$ cat src/hdl/idsq_pkg.sv
`default_nettype none

package idsq_pkg;

  localparam int unsigned NUM_SRC = 5;

  // sequencer phases; codes 6 and 7 are never entered and fall back to idle
  typedef enum logic [2:0] {
    PH_IDLE    = 3'd0,
    PH_PUSH_HI = 3'd1,
    PH_PUSH_LO = 3'd2,
    PH_WAIT_A  = 3'd3,
    PH_WAIT_B  = 3'd4,
    PH_FETCH   = 3'd5
  } phase_e;

  localparam logic [1:0]  DELAY_DONE = 2'd2;
  localparam logic [15:0] PC_CANCEL  = 16'h0000;
  localparam logic [15:0] VEC_VBLANK = 16'h0040;
  localparam logic [15:0] VEC_STAT   = 16'h0048;
  localparam logic [15:0] VEC_TIMER  = 16'h0050;
  localparam logic [15:0] VEC_SERIAL = 16'h0058;
  localparam logic [15:0] VEC_JOYPAD = 16'h0060;
  localparam logic [15:0] VEC_NONE   = 16'h0000;

  typedef struct packed {
    logic [NUM_SRC-1:0] enable_bits;
    logic [NUM_SRC-1:0] flag_bits;
    logic [15:0]        pc;
    logic [15:0]        sp;
    logic               halted;
    logic               prefixed;
    logic               master_enable;
    logic               enable_delay;
  } item_t;

  typedef struct packed {
    logic               consumed;
    logic [15:0]        pc_next;
    logic [15:0]        sp_next;
    logic               write_en;
    logic [15:0]        write_addr;
    logic [7:0]         write_data;
    logic [NUM_SRC-1:0] flag_clear;
    logic               halted_next;
    logic               fetch_en;
    logic               master_enable_next;
    logic               enable_delay_next;
  } res_t;

  typedef struct packed {
    phase_e     phase;
    logic [1:0] delay_count;
    logic [2:0] service_bit;
  } seq_state_t;

  // lowest set bit wins; zero when nothing is set
  function automatic logic [2:0] lowest_bit(input logic [NUM_SRC-1:0] v);
    logic [2:0] r;
    r = '0;
    for (int i = NUM_SRC - 1; i >= 0; i--) begin
      if (v[i]) r = 3'(i);
    end
    return r;
  endfunction

  function automatic logic [15:0] vector_of(input logic [2:0] src);
    logic [15:0] v;
    case (src)
      3'd0:    v = VEC_VBLANK;
      3'd1:    v = VEC_STAT;
      3'd2:    v = VEC_TIMER;
      3'd3:    v = VEC_SERIAL;
      3'd4:    v = VEC_JOYPAD;
      default: v = VEC_NONE;
    endcase
    return v;
  endfunction

  function automatic logic [NUM_SRC-1:0] mask_of(input logic [2:0] src);
    logic [NUM_SRC-1:0] m;
    m = '0;
    if (32'(src) < NUM_SRC) m = NUM_SRC'(1) << src;
    return m;
  endfunction

endpackage

`default_nettype wire

$ cat src/hdl/interrupt_dispatch_sequencer_core.sv
// Each input word is registered in the input stage, and its result word in the result
// stage, which drives m_axis.
// Throughput: one word per clock; the input register and the result register
// each advance whenever the stage ahead is empty or being drained.
// Reset (rst_ni low, asynchronous): phase idle, delay count and served source
// zero, both stages empty.
`default_nettype none

module interrupt_dispatch_sequencer_core (
  input  wire logic        clk_i,
  input  wire logic        rst_ni,
  input  wire logic        s_axis_tvalid,
  output      logic        s_axis_tready,
  // enable_bits[4:0], flag_bits[9:5], pc[25:10], sp[41:26], halted[42],
  // prefixed[43], master_enable[44], enable_delay[45], zero pad[47:46]
  input  wire logic [47:0] s_axis_tdata,
  output      logic        m_axis_tvalid,
  input  wire logic        m_axis_tready,
  // consumed[0], pc_next[16:1], sp_next[32:17], write_en[33],
  // write_addr[49:34], write_data[57:50], flag_clear[62:58],
  // halted_next[63], fetch_en[64], master_enable_next[65],
  // enable_delay_next[66], zero pad[71:67]
  output      logic [71:0] m_axis_tdata
);
  import idsq_pkg::*;

  // input stage
  logic       in_vld_q;
  item_t      in_q;
  // result stage
  logic       out_vld_q;
  res_t       out_q;
  // sequencer state, updated when a word passes from input to result stage
  seq_state_t st_q;
  seq_state_t st_d;
  res_t       res_d;
  logic       adv;
  item_t      s_item;

  // unpack the incoming word
  assign s_item.enable_bits   = s_axis_tdata[4:0];
  assign s_item.flag_bits     = s_axis_tdata[9:5];
  assign s_item.pc            = s_axis_tdata[25:10];
  assign s_item.sp            = s_axis_tdata[41:26];
  assign s_item.halted        = s_axis_tdata[42];
  assign s_item.prefixed      = s_axis_tdata[43];
  assign s_item.master_enable = s_axis_tdata[44];
  assign s_item.enable_delay  = s_axis_tdata[45];

  // the result stage frees up in the same cycle it is taken
  assign adv           = in_vld_q && (!out_vld_q || m_axis_tready);
  assign s_axis_tready = !in_vld_q || adv;

  idsq_step u_step (
    .item_i  (in_q),
    .state_i (st_q),
    .res_o   (res_d),
    .state_o (st_d)
  );

  always_ff @(posedge clk_i or negedge rst_ni) begin
    if (!rst_ni) begin
      in_vld_q  <= 1'b0;
      out_vld_q <= 1'b0;
      st_q      <= '{phase: PH_IDLE, delay_count: 2'd0, service_bit: 3'd0};
    end else begin
      if (s_axis_tready) in_vld_q <= s_axis_tvalid;
      if (adv) begin
        out_vld_q <= 1'b1;
        st_q      <= st_d;
      end else if (m_axis_tready) begin
        out_vld_q <= 1'b0;
      end
    end
  end

  always_ff @(posedge clk_i) begin
    if (s_axis_tready && s_axis_tvalid) in_q <= s_item;
    if (adv) out_q <= res_d;
  end

  // pack the result word
  assign m_axis_tvalid       = out_vld_q;
  assign m_axis_tdata[0]     = out_q.consumed;
  assign m_axis_tdata[16:1]  = out_q.pc_next;
  assign m_axis_tdata[32:17] = out_q.sp_next;
  assign m_axis_tdata[33]    = out_q.write_en;
  assign m_axis_tdata[49:34] = out_q.write_addr;
  assign m_axis_tdata[57:50] = out_q.write_data;
  assign m_axis_tdata[62:58] = out_q.flag_clear;
  assign m_axis_tdata[63]    = out_q.halted_next;
  assign m_axis_tdata[64]    = out_q.fetch_en;
  assign m_axis_tdata[65]    = out_q.master_enable_next;
  assign m_axis_tdata[66]    = out_q.enable_delay_next;
  assign m_axis_tdata[71:67] = '0;

endmodule

`default_nettype wire

$ cat src/hdl/idsq_step.sv
`default_nettype none

module idsq_step (
  input  idsq_pkg::item_t      item_i,
  input  idsq_pkg::seq_state_t state_i,
  output idsq_pkg::res_t       res_o,
  output idsq_pkg::seq_state_t state_o
);
  import idsq_pkg::*;

  logic [NUM_SRC-1:0] pending;
  logic [1:0]         cnt_inc;
  logic               dly_hit;
  logic               idle_delay;
  logic               idle_ime;
  logic [1:0]         idle_cnt;
  logic               start_ok;
  logic               served_live;
  logic               cancel;
  logic [2:0]         sb_lo;

  assign pending     = item_i.enable_bits & item_i.flag_bits;
  assign cnt_inc     = state_i.delay_count + 2'd1;
  assign dly_hit     = item_i.enable_delay && (cnt_inc == DELAY_DONE);
  assign idle_delay  = item_i.enable_delay && !dly_hit;
  assign idle_ime    = item_i.master_enable || dly_hit;
  assign idle_cnt    = !item_i.enable_delay ? state_i.delay_count :
                       (dly_hit ? 2'd0 : cnt_inc);
  assign start_ok    = (|pending) && !(item_i.halted && !idle_ime) &&
                       !idle_delay && idle_ime;
  assign served_live = |(pending & mask_of(state_i.service_bit));
  assign cancel      = !served_live && !(|pending);
  // retarget to the lowest live source if the served one dropped
  assign sb_lo       = (served_live || !(|pending)) ? state_i.service_bit
                                                    : lowest_bit(pending);

  // next state
  always_comb begin
    state_o = state_i;
    if (!item_i.prefixed) begin
      unique case (state_i.phase)
        PH_IDLE: begin
          state_o.delay_count = idle_cnt;
          if (start_ok && !item_i.halted) begin
            state_o.phase       = PH_PUSH_HI;
            state_o.service_bit = lowest_bit(pending);
          end
        end
        PH_PUSH_HI: state_o.phase = PH_PUSH_LO;
        PH_PUSH_LO: begin
          state_o.phase       = PH_WAIT_A;
          state_o.service_bit = sb_lo;
        end
        PH_WAIT_A:  state_o.phase = PH_WAIT_B;
        PH_WAIT_B:  state_o.phase = PH_FETCH;
        PH_FETCH:   state_o.phase = PH_IDLE;
        default:    state_o.phase = PH_IDLE;
      endcase
    end
  end

  // result word
  always_comb begin
    res_o                    = '0;
    res_o.pc_next            = item_i.pc;
    res_o.sp_next            = item_i.sp;
    res_o.halted_next        = item_i.halted;
    res_o.master_enable_next = item_i.master_enable;
    res_o.enable_delay_next  = item_i.enable_delay;
    if (!item_i.prefixed) begin
      unique case (state_i.phase)
        PH_IDLE: begin
          res_o.master_enable_next = idle_ime;
          res_o.enable_delay_next  = idle_delay;
          if (|pending) begin
            if (item_i.halted && !idle_ime) begin
              res_o.halted_next = 1'b0;
            end else if (start_ok) begin
              res_o.consumed = 1'b1;
              if (item_i.halted) begin
                res_o.halted_next = 1'b0;
              end else begin
                res_o.master_enable_next = 1'b0;
                res_o.pc_next            = item_i.pc - 16'd1;
              end
            end
          end
        end
        PH_PUSH_HI: begin
          res_o.consumed   = 1'b1;
          res_o.sp_next    = item_i.sp - 16'd1;
          res_o.write_en   = 1'b1;
          res_o.write_addr = item_i.sp - 16'd1;
          res_o.write_data = item_i.pc[15:8];
        end
        PH_PUSH_LO: begin
          res_o.consumed   = 1'b1;
          res_o.sp_next    = item_i.sp - 16'd1;
          res_o.write_en   = 1'b1;
          res_o.write_addr = item_i.sp - 16'd1;
          res_o.write_data = item_i.pc[7:0];
          if (cancel) begin
            res_o.pc_next = PC_CANCEL;
          end else begin
            res_o.flag_clear = mask_of(sb_lo);
            res_o.pc_next    = vector_of(sb_lo);
          end
        end
        PH_WAIT_A, PH_WAIT_B: res_o.consumed = 1'b1;
        PH_FETCH: begin
          res_o.fetch_en = 1'b1;
          res_o.pc_next  = item_i.pc + 16'd1;
        end
        default: res_o.consumed = 1'b1;
      endcase
    end
  end

endmodule

`default_nettype wire

$ cat config.mk
export PLATFORM = sky130hd
export DESIGN_NAME = interrupt_dispatch_sequencer_core
export DESIGN_NICKNAME = d
export VERILOG_FILES = /design/src/hdl/idsq_pkg.sv /design/src/hdl/interrupt_dispatch_sequencer_core.sv /design/src/hdl/idsq_step.sv
export SDC_FILE = /design/constraint.sdc
export NUM_CORES = 1
export LEC_CHECK = 0
export ABC_AREA = 1
export BUFFER_PORTS_ARGS = -buffer_cell sky130_fd_sc_hd__buf_4
export CORE_MARGIN = 4
export CORE_UTILIZATION = 56
export CTS_CLUSTER_DIAMETER = 100
export DETAILED_ROUTE_END_ITERATION = 6
export HOLD_SLACK_MARGIN = 0.08
export PLACE_DENSITY_LB_ADDON = 0.08
export SLEW_MARGIN = 40
export SYNTH_ARGS = -nofsm -noshare
export SYNTH_HDL_FRONTEND = slang
export SYNTH_HIERARCHICAL = 1
export SYNTH_SLANG_ARGS = --single-unit
$ cat constraint.sdc
create_clock -name clk_i -period 3.1 [get_ports clk_i]
set_input_delay 0.465 -clock clk_i [delete_from_list [all_inputs] [get_ports clk_i]]
set_output_delay 0.465 -clock clk_i [all_outputs]
set_load 0.05 [all_outputs]
# After elaboration in Yosys (flattened, before gate mapping)
# Cells that the tools add are included.
# word_totals
regBits,123
in_bits,52
out_inout_bits,74
wordCells,118
# classes
n_addsub,4
order_cmp,2
n_eq_ne,11
n_shift,2
muxes,37
n_bitwise,5
n_reduce_logical,33
# op_table
operator,count
case mux 41 bit (2 select lines),1
2-to-1 mux 66 bit,1
2-to-1 mux 17 bit,3
case mux 16 bit (3 select lines),1
case mux 7 bit (5 select lines),1
subtractor 16 x 1 -> 16 bit (second input constant),2
2-to-1 mux 3 bit,8
2-to-1 mux 5 bit,4
adder 16 x 1 -> 16 bit (second input constant),1
2-to-1 mux 16 bit,1
case mux 3 bit (5 select lines),1
equality test 3 x 2 -> 1 bit (second input constant),4
2-to-1 mux 1 bit,11
AND 5 bit,2
logical AND 1 bit,10
OR reduction 5 bit,2
left shift 1 x 3 -> 5 bit (first input constant),2
equality test 3 bit (second input constant),3
zero test 1 bit,9
AND reduction 4 bit,2
2-to-1 mux 7 bit,1
equality test 3 x 1 -> 1 bit (second input constant),2
zero test 3 bit,2
< comparator 3 bit (second input constant),2
11 further kinds,18

# Depth between registers and ports, before layout
# Gate-level depths: netlist (run 1).
# depth
word_depth,15
mapped_depth,15
ltp_nobuf,15

# By module
# The synthesis (run 1) kept the hierarchy.
# modules_own_cells
mod,n_inst,cells_per_inst,area_per_inst_um2
interrupt_dispatch_sequencer_core,1,163,3841.2
idsq_step,1,509,2522.4

# Worst setup path after synthesis (run 1)
# OpenSTA, ideal clock, no wires.
# synth_timing
path_kind,register to register
start,"reg out_vld_q, in the netlist m_axis_tvalid"
end,"reg out_q (netlist bit m_axis_tdata[0]), enable pin"
t_arrival_ps,2239
required_time_ps,2679
path_slack_ps,440
path_stages_with_launch,4
path_buffers,0
synth_period_minus_slack_ps,2660
path_cell_list,dfrtp_1 -> nand2_2 -> nand2_4 -> inv_1
# synth_via
elab_chain_len,3
# synth_rtl
element,line_no,rtl
start: declaration,interrupt_dispatch_sequencer_core.sv:31,logic out_vld_q;
start signal: assignment,interrupt_dispatch_sequencer_core.sv:64,out_vld_q <= 1'b0;
start signal: assignment,interrupt_dispatch_sequencer_core.sv:69,out_vld_q <= 1'b1;
start signal: assignment,interrupt_dispatch_sequencer_core.sv:72,out_vld_q <= 1'b0;
zero test 1 bit,interrupt_dispatch_sequencer_core.sv:51,assign adv = in_vld_q && (!out_vld_q || m_axis_tready);
logical OR 1 bit,interrupt_dispatch_sequencer_core.sv:51,
logical AND 1 bit,interrupt_dispatch_sequencer_core.sv:51,
via adv,interrupt_dispatch_sequencer_core.sv:37,logic adv;
end signal: assignment,interrupt_dispatch_sequencer_core.sv:79,if (adv) out_q <= res_d;
end: declaration,interrupt_dispatch_sequencer_core.sv:32,res_t out_q;
# The timed path passes the listed nets, and every way through them passes these cells.
# A chain may end at the register's enable or synchronous reset.

==> results_dict.tcl, run 1 <==
set metrics [dict create \
    postPlaceCellArea_sq_mm 0.00730 \
    clock_sink_count 123 \
    worst_path_most_repeated_cell "sky130_fd_sc_hd__inv_2" \
    fin_worst_skew_ns 0.00527 \
    critical_path_peak_fanout 24 \
    drt-wirelength-per-cell_um 16.8 \
    layout-drive-gt1-share 0.229 \
    final.hold.worst_slack_ns 0.230 \
    clockRootBuffer "sky130_fd_sc_hd__clkbuf_16" \
    detail_route.iter0.violations 425 \
    cts_max_path_buffers 2 \
    final_max_slew_viol_count 0 \
    cellLeakagePower_nw 3.49 \
    worst-r2r-cell-count 11 \
    synth_sequential_area_ratio 0.573 \
    mappedNetlistArea_sq_mm 0.00636 \
    port-buffer-count 118 \
    asyncSetResetFlopFracSynth 0.0813 \
    ios 126 \
    grt_pass1_wl_um 25200 \
    num-fill-cells 825 \
    largest_delay_contributor_family_on_the_critical_path "simple AND/OR/NAND/NOR gates" \
    rows 38 \
    ys_dominant_reg_cell "sky130_fd_sc_hd__edfxtp_1" \
    yosys_warnings 6 \
    die_y_um 115 \
    setup_viol_count_final 0 \
    irDropWorstVdd_uv 560 \
    unrepaired_setup_endpoints_after_global_routing "false" \
    initial_utilization 0.579 \
    grt_util_all_layers 0.250 \
    fmax_mhz 456 \
    critical_path.n_buffers_inverters 3 \
    cts_buffers 17 \
    clk_transition_reported_paths_ns 0.06 \
    antennaDiodeCount 0 \
    place_hpwl_um 11200 \
    worst-setup-path-type "flop to flop" \
    cap_viol_max_count 0 \
    timing.setup.tns_ns 0 \
    finalCritPeriodShare 0.708 \
    fp.dieArea_sq_mm 0.0131 \
    max_slew_headroom 0.608 \
    actual_transition_at_the_worst_max_transition_pin_ns 0.588 \
    finalWorstPathRequiredPeriod_ns 2.19 \
    ys_seq_elements 123 \
    cp_cell_sequence "inv_2, nor2_2, inv_2, nor2_8, nor2_4, nor2_8, inv_2, a21oi_2, o21ai_1, nand2_1, o21ai_1" \
    clk_latency_ns 0.41 \
    postLayoutCellArea_sq_mm 0.00794 \
    totalWireLength_um 15900 \
    die-width_um 115 \
    routed_via_density 5.51 \
    synth_edf_count 113 \
    coreArea_sq_mm 0.0110 \
    synthesis.instances 672 \
    grt_overflow 0 \
    routability_congestion_estimate 0.901 \
    worst_path_largest_cell_delay_ns 0.44 \
    cts.repair.resized 0 \
    route.antenna.remaining_nets 0 \
    p_per_area_mw_per_mm2 897 \
    crit_required_ns 3.26 \
    min_delay_path_depth 1 \
    nets 847 \
    clock_tree.htree_level_count 4 \
    via_count 5200 \
    end_kind "flop" \
    area.growth.synth_to_final_pct 24.8 \
    pin_count_of_the_biggest_net_entering_global_routing 61 \
    remaining_drc_errors 0 \
    tritoncts "built" \
    path_depth 11 \
    cts.hold.buffers_added 1 \
    cts.repair_timing.setup_buffer_count 0 \
    final_hold_vios 0 \
    slowest_stage_cell_on_the_critical_path "sky130_fd_sc_hd__dfrtp_1" \
    hold_class "primary input to flop" \
    initial_antenna_violation_count 0 \
    status "complete, no violations" \
    number_of_library_cell_types_mapped_by_synthesis 44 \
    first_global_vias 5079 \
    syn-mean-instance-area_sq_um 9.47 \
    setup.worst_path.start_class "flop" \
    drtPass1Iterations 6 \
    crit_arrival_ns 2.35 \
]
[state kept, by name, indices dropped and copies added (netlist names)]
register       count
m_axis_tdata      67
m_axis_tvalid      1
st_q               8
in_vld_q           1
in_q              46
[routing by layer]
metal	vias to the layer above	GRT usage	wire length [um]	part of all wire
met5	-	0	0	0
met2	238	0.420	8120	0.51
met3	21	0.0502	1270	0.080
li1	2508	-	-	-
met1	2433	0.317	6310	0.40
met4	0	0.0982	169	0.011
[placed cells by master (no fill, tap or decap), types with 6 or more instances in the layout]
master	Yosys	routed
sky130_fd_sc_hd__o21ai_1	9	9
sky130_fd_sc_hd__buf_4	10	119
sky130_fd_sc_hd__xor2_1	14	14
sky130_fd_sc_hd__edfxtp_1	113	113
sky130_fd_sc_hd__nand3_1	72	72
sky130_fd_sc_hd__clkbuf_16	0	17
sky130_fd_sc_hd__o22ai_1	15	15
sky130_fd_sc_hd__dfrtp_1	10	10
sky130_fd_sc_hd__inv_2	6	7
sky130_fd_sc_hd__o21ai_0	35	35
sky130_fd_sc_hd__nand2_1	132	132
sky130_fd_sc_hd__nor2_1	81	81
sky130_fd_sc_hd__inv_1	78	76
sky130_fd_sc_hd__nand4_1	9	9
sky130_fd_sc_hd__a21oi_1	15	15
sky130_fd_sc_hd__nand2_2	6	6
[logic make-up (layout without fill, tap and decap cells)]
group	after synthesis	count (layout)	share of synthesized area
and+or+nand+nor	327	327	0.238
AOI/OAI and AO/OA	90	90	0.0808
other	1	5	0.000589
DFF	123	123	0.573
buffers and inverters	111	239	0.0784
xor gates and xnor gates	16	16	0.0220
adders and majority gates	4	4	0.00787
[power breakdown]
group	leakage (nW)	internal [mW]	switching, mW
logic	1.96	0.713	1.89
registers	1.23	2.22	0.170
clock network	0.306	1.42	0.702
total	3.49	4.36	2.77
[stage by stage]
step           power, mW  setup WS, ns   util  std cells
2_1_floorplan       4.31         0.440      -        676
3_3_place_gp        4.92          1.01  0.664        911
3_5_place_dp        4.98         0.972  0.665        911
4_1_cts             7.12         0.950  0.723        944
5_1_grt             7.47         0.680  0.723        944
6_report            7.12         0.905  0.723        944
[cell usage after synthesis, drive strengths merged (4+ instances only)]
| cell type | count | area share |
|---|---|---|
| buf | 24 | 0.026 |
| nor3 | 7 | 0.0071 |
| a21oi | 17 | 0.015 |
| nand2 | 140 | 0.089 |
| o21ai | 44 | 0.035 |
| nand4 | 9 | 0.0088 |
| o21bai | 5 | 0.0059 |
| nand3 | 74 | 0.061 |
| dfrtp | 10 | 0.039 |
| edfxtp | 113 | 0.53 |
| o22ai | 15 | 0.015 |
| nor2 | 93 | 0.068 |
| inv | 86 | 0.052 |
| ha | 4 | 0.0079 |
| xor2 | 14 | 0.019 |
[area by class of cell]
class,instances,area (sq um),share of cell area
Sequential cell,123,3640,0.459
Multi-Input combinational cell,442,2240,0.282
Timing Repair Buffer,121,923,0.116
Clock buffer,19,433,0.0545
Inverter,86,330,0.0416
Clock inverter,13,198,0.0249
Tap cell,140,175,0.0221
[path summary, 6_finish.rpt]
check | slack [ns] | end | startpoint
max | 0.91 | m_axis_tdata[3]$_DFFE_PP_ | st_q[5]$_DFFE_PN0P_
min | 0.23 | in_q[10]$_DFFE_PP_ | s_axis_tdata[32]
max reg2reg | 0.91 | m_axis_tdata[3]$_DFFE_PP_ | st_q[5]$_DFFE_PN0P_
min reg2reg | 0.49 | st_q[4]$_DFFE_PN0P_ | st_q[4]$_DFFE_PN0P_
max in group asynchronous | 2.53 | st_q[4]$_DFFE_PN0P_ | rst_ni
min in group asynchronous | 0.43 | in_vld_q$_DFFE_PN0P_ | rst_ni
Power figures use the tool's default switching activity.
==> run 2: changes to the inputs <==
- ABC_AREA: 1 -> 0
- CORE_UTILIZATION: 56 -> 55
- clock period: 3.1 -> 2.1 ns (I/O delays scaled with it)
==> run 2 against run 1 <==
Effect of this change: the run now ends with setup timing left; clock-buffer cell count is 2 lower; synthesized cell count is 25% lower; combinational power rose by 45%; final area is 18% higher; worst setup slack got worse by 1.1 ns; hold slack lost 0.10 ns; first-iteration DRC count grew 74%; critical path depth decreased by 5; wire length is 24% higher; via count rose by 7.2%; final cell count is 2.1% lower; largest cell class unchanged; highest routed layer unchanged.
==> results_dict.tcl, run 2 <==
set metrics [dict create \
    status "finished with violations" \
    violations "setup timing" \
    cts_max_path_buffers 2 \
    initial_antenna_violation_count 0 \
    mappedNetlistArea_sq_mm 0.00600 \
    detail_route.iter0.violations 738 \
    number_of_instances_in_the_placed_design 824 \
    max_slew_headroom 0.582 \
    worst-r2r-cell-count 6 \
    totalWireLength_um 19700 \
    synth_xor_area_frac 0.0453 \
    yosysMostFrequentCell "sky130_fd_sc_hd__edfxtp_1" \
    place_hpwl_um 10600 \
    finalWorstPathRequiredPeriod_ns 2.30 \
    critical_path_peak_fanout 4 \
    routability_congestion_estimate 0.911 \
    dp_worst_setup_slack_ns -0.144 \
    cellLeakagePower_nw 3.77 \
    critical_path.n_buffers_inverters 0 \
    max_reg_flops 67 \
    finalCritPeriodShare 1.10 \
    grt_util_all_layers 0.271 \
    worst-r2r-setup-slack_ns -0.20 \
    final_max_slew_viol_count 0 \
    end_kind "flop" \
    crit_arrival_ns 2.58 \
    setup.worst_path.start_class "flop" \
    postPlaceCellArea_sq_mm 0.00772 \
    area.growth.synth_to_final_pct 56.7 \
    ys_dominant_reg_cell "sky130_fd_sc_hd__edfxtp_1" \
    clk_transition_reported_paths_ns 0.06 \
    drt-wirelength-per-cell_um 21.3 \
    antennaDiodeCount 0 \
    post-route-worst-setup-slack_ns -0.202 \
    clockRootBuffer "sky130_fd_sc_hd__clkbuf_8" \
    routed_via_density 6.03 \
    post-route-util 0.898 \
    fp.dieArea_sq_mm 0.0126 \
    synthSimpleGateAreaFrac 0.160 \
    worst_path_largest_cell_delay_ns 0.44 \
    post_synthesis_mux_area_share 0.0286 \
    rows 37 \
    initial_utilization 0.573 \
    die-width_um 112 \
    synth_top_cell_area_share 0.566 \
    coreArea_sq_mm 0.0105 \
    final_cell_mix "222 x sky130_fd_sc_hd__buf_4, 113 x sky130_fd_sc_hd__edfxtp_1, 48 x sky130_fd_sc_hd__dlygate4sd3_1" \
    cp_cell_sequence "or3_4, or4_4, or3_4, nor3_2, xnor2_1, nor2_2" \
    slowest_stage_cell_on_the_critical_path "sky130_fd_sc_hd__or4_4" \
    compound_cell_area_share_of_the_yosys_netlist 0.118 \
    irDropWorstVdd_uv 788 \
    synth_area_leader_cell "sky130_fd_sc_hd__edfxtp_1" \
    nets 831 \
    synthesis.instances 502 \
    p_per_area_mw_per_mm2 1050 \
    asyncSetResetFlopFracSynth 0.0813 \
    cts_buffers 17 \
    ys_seq_elements 123 \
    die_y_um 112 \
    worst-setup-path-type "flop to flop" \
    finish.cell_count_without_fillers 924 \
    grt_pass1_wl_um 26800 \
    grt_overflow 0 \
    fin_worst_skew_ns 0.00618 \
    cap_viol_max_count 0 \
    layout-drive-gt1-share 0.456 \
    tritoncts "built" \
    fin_total_pwr_mw 9.85 \
    worst_hold_startpoint "m_axis_tready" \
    synth_sequential_area_ratio 0.608 \
    worstReg2RegEnd "m_axis_tdata[49]$_DFFE_PP_" \
    synth_top_family_by_area "simple AND/OR/NAND/NOR gates" \
    reg2reg_from "in_q[11]$_DFFE_PP_" \
    synth_edf_count 113 \
    postLayoutCellArea_sq_mm 0.00940 \
    clock_sink_count 123 \
    crit_required_ns 2.38 \
    hold_end "in_vld_q$_DFFE_PN0P_" \
    clk_latency_ns 0.53 \
    clock_tree.htree_level_count 4 \
    unrepaired_setup_endpoints_after_global_routing "true" \
    final_common_cell "sky130_fd_sc_hd__buf_4" \
    fmax_mhz 434 \
    first_global_vias 5229 \
    setup_viol_count_final 24 \
    via_count 5574 \
    synth_top_cells_by_count "113 x sky130_fd_sc_hd__edfxtp_1, 53 x sky130_fd_sc_hd__nor2_1, 45 x sky130_fd_sc_hd__nand2_1, 23 x sky130_fd_sc_hd__clkbuf_1, 23 x sky130_fd_sc_hd__o21ai_0" \
    timing.setup.tns_ns -1.54 \
    route.antenna.remaining_nets 0 \
    largest_delay_contributor_family_on_the_critical_path "simple AND/OR/NAND/NOR gates" \
    path_depth 6 \
    number_of_library_cell_types_mapped_by_synthesis 71 \
    min_delay_path_depth 3 \
    worst_path_most_repeated_cell "sky130_fd_sc_hd__or3_4" \
    port-buffer-count 118 \
    remaining_drc_errors 0 \
    hold_class "primary input to flop" \
    ios 126 \
    pin_count_of_the_biggest_net_entering_global_routing 47 \
    actual_transition_at_the_worst_max_transition_pin_ns 0.627 \
    final.hold.worst_slack_ns 0.128 \
    drtPass1Iterations 6 \
    yosys_warnings 6 \
    final_hold_vios 0 \
    synthAdderAreaFrac 0.00835 \
    post_synth_main_area_contributors "sky130_fd_sc_hd__edfxtp_1 57%, sky130_fd_sc_hd__dfrtp_1 4.2%, sky130_fd_sc_hd__nor2_1 3.3%" \
    syn-mean-instance-area_sq_um 11.9 \
]
[run 2: area by class of cell]
class                           instances  area (sq um)
Inverter                               12          55.1
Clock inverter                         15           125
Timing Repair Buffer                  283          2290
Clock buffer                           17           414
Sequential cell                       123          3650
Multi-Input combinational cell        338          2690
Tap cell                              136           170
Fill cell                             411          1060
[run 2: kinds of logic after synthesis]
kind of cell             Yosys count
AND/OR/NAND/NOR                  182
flip-flops                       123
AO/OA/AOI/OAI                    103
buffers and inverters             45
XOR/XNOR                          31
multiplexers                      13
adder cells (fa/ha/maj)            4
other                              1
[run 2: timing repair]
| item | in CTS | in global routing |
|---|---|---|
| pin swaps | 3 | 30 |
| gates resized for setup | 16 | 95 |
| setup buffers | 6 | 14 |
| endpoints found under the setup margin | 27 | 41 |
| endpoints found under the hold margin | 57 | 0 |
| hold buffers | 48 | 0 |
[run 2: worst max path at each step]
stage | to | startpoint | slack, ns
final | m_axis_tdata[49]$_DFFE_PP_ | in_q[11]$_DFFE_PP_ | -0.20
after global routing | m_axis_tdata[49]$_DFFE_PP_ | in_q[11]$_DFFE_PP_ | -0.26
after CTS | m_axis_tdata[49]$_DFFE_PP_ | in_q[5]$_DFFE_PP_ | -0.13
after detailed placement | m_axis_tdata[25]$_DFFE_PP_ | in_q[5]$_DFFE_PP_ | -0.14
after global placement | m_axis_tdata[49]$_DFFE_PP_ | in_q[4]$_DFFE_PP_ | -0.09
after floorplan | m_axis_tdata[49]$_DFFE_PP_ | in_q[4]$_DFFE_PP_ | -0.15
[run 2: power breakdown]
group | total (mW) | internal, mW | leakage [nW] | switching [mW]
clock | 2.72 | 1.56 | 0.261 | 1.15
sequential | 3.34 | 3.11 | 1.22 | 0.231
combinational | 3.79 | 1.48 | 2.29 | 2.31
[run 2: worst register-to-register path, delay by kind of cell, from the launching register on]
kind | cells | cell delay (ns)
and+or+nand+nor | 5 | 1.50
DFF | 1 | 0.39
xor gates and xnor gates | 1 | 0.17
[run 2: per-layer routing]
| layer | track usage | vias to the layer above | share of wire |
|---|---|---|---|
| met5 | 0 | - | 0 |
| met4 | 0.0897 | 0 | 0.033 |
| met3 | 0.0588 | 78 | 0.094 |
| met2 | 0.479 | 423 | 0.51 |
| met1 | 0.332 | 2654 | 0.36 |
| li1 | - | 2419 | - |
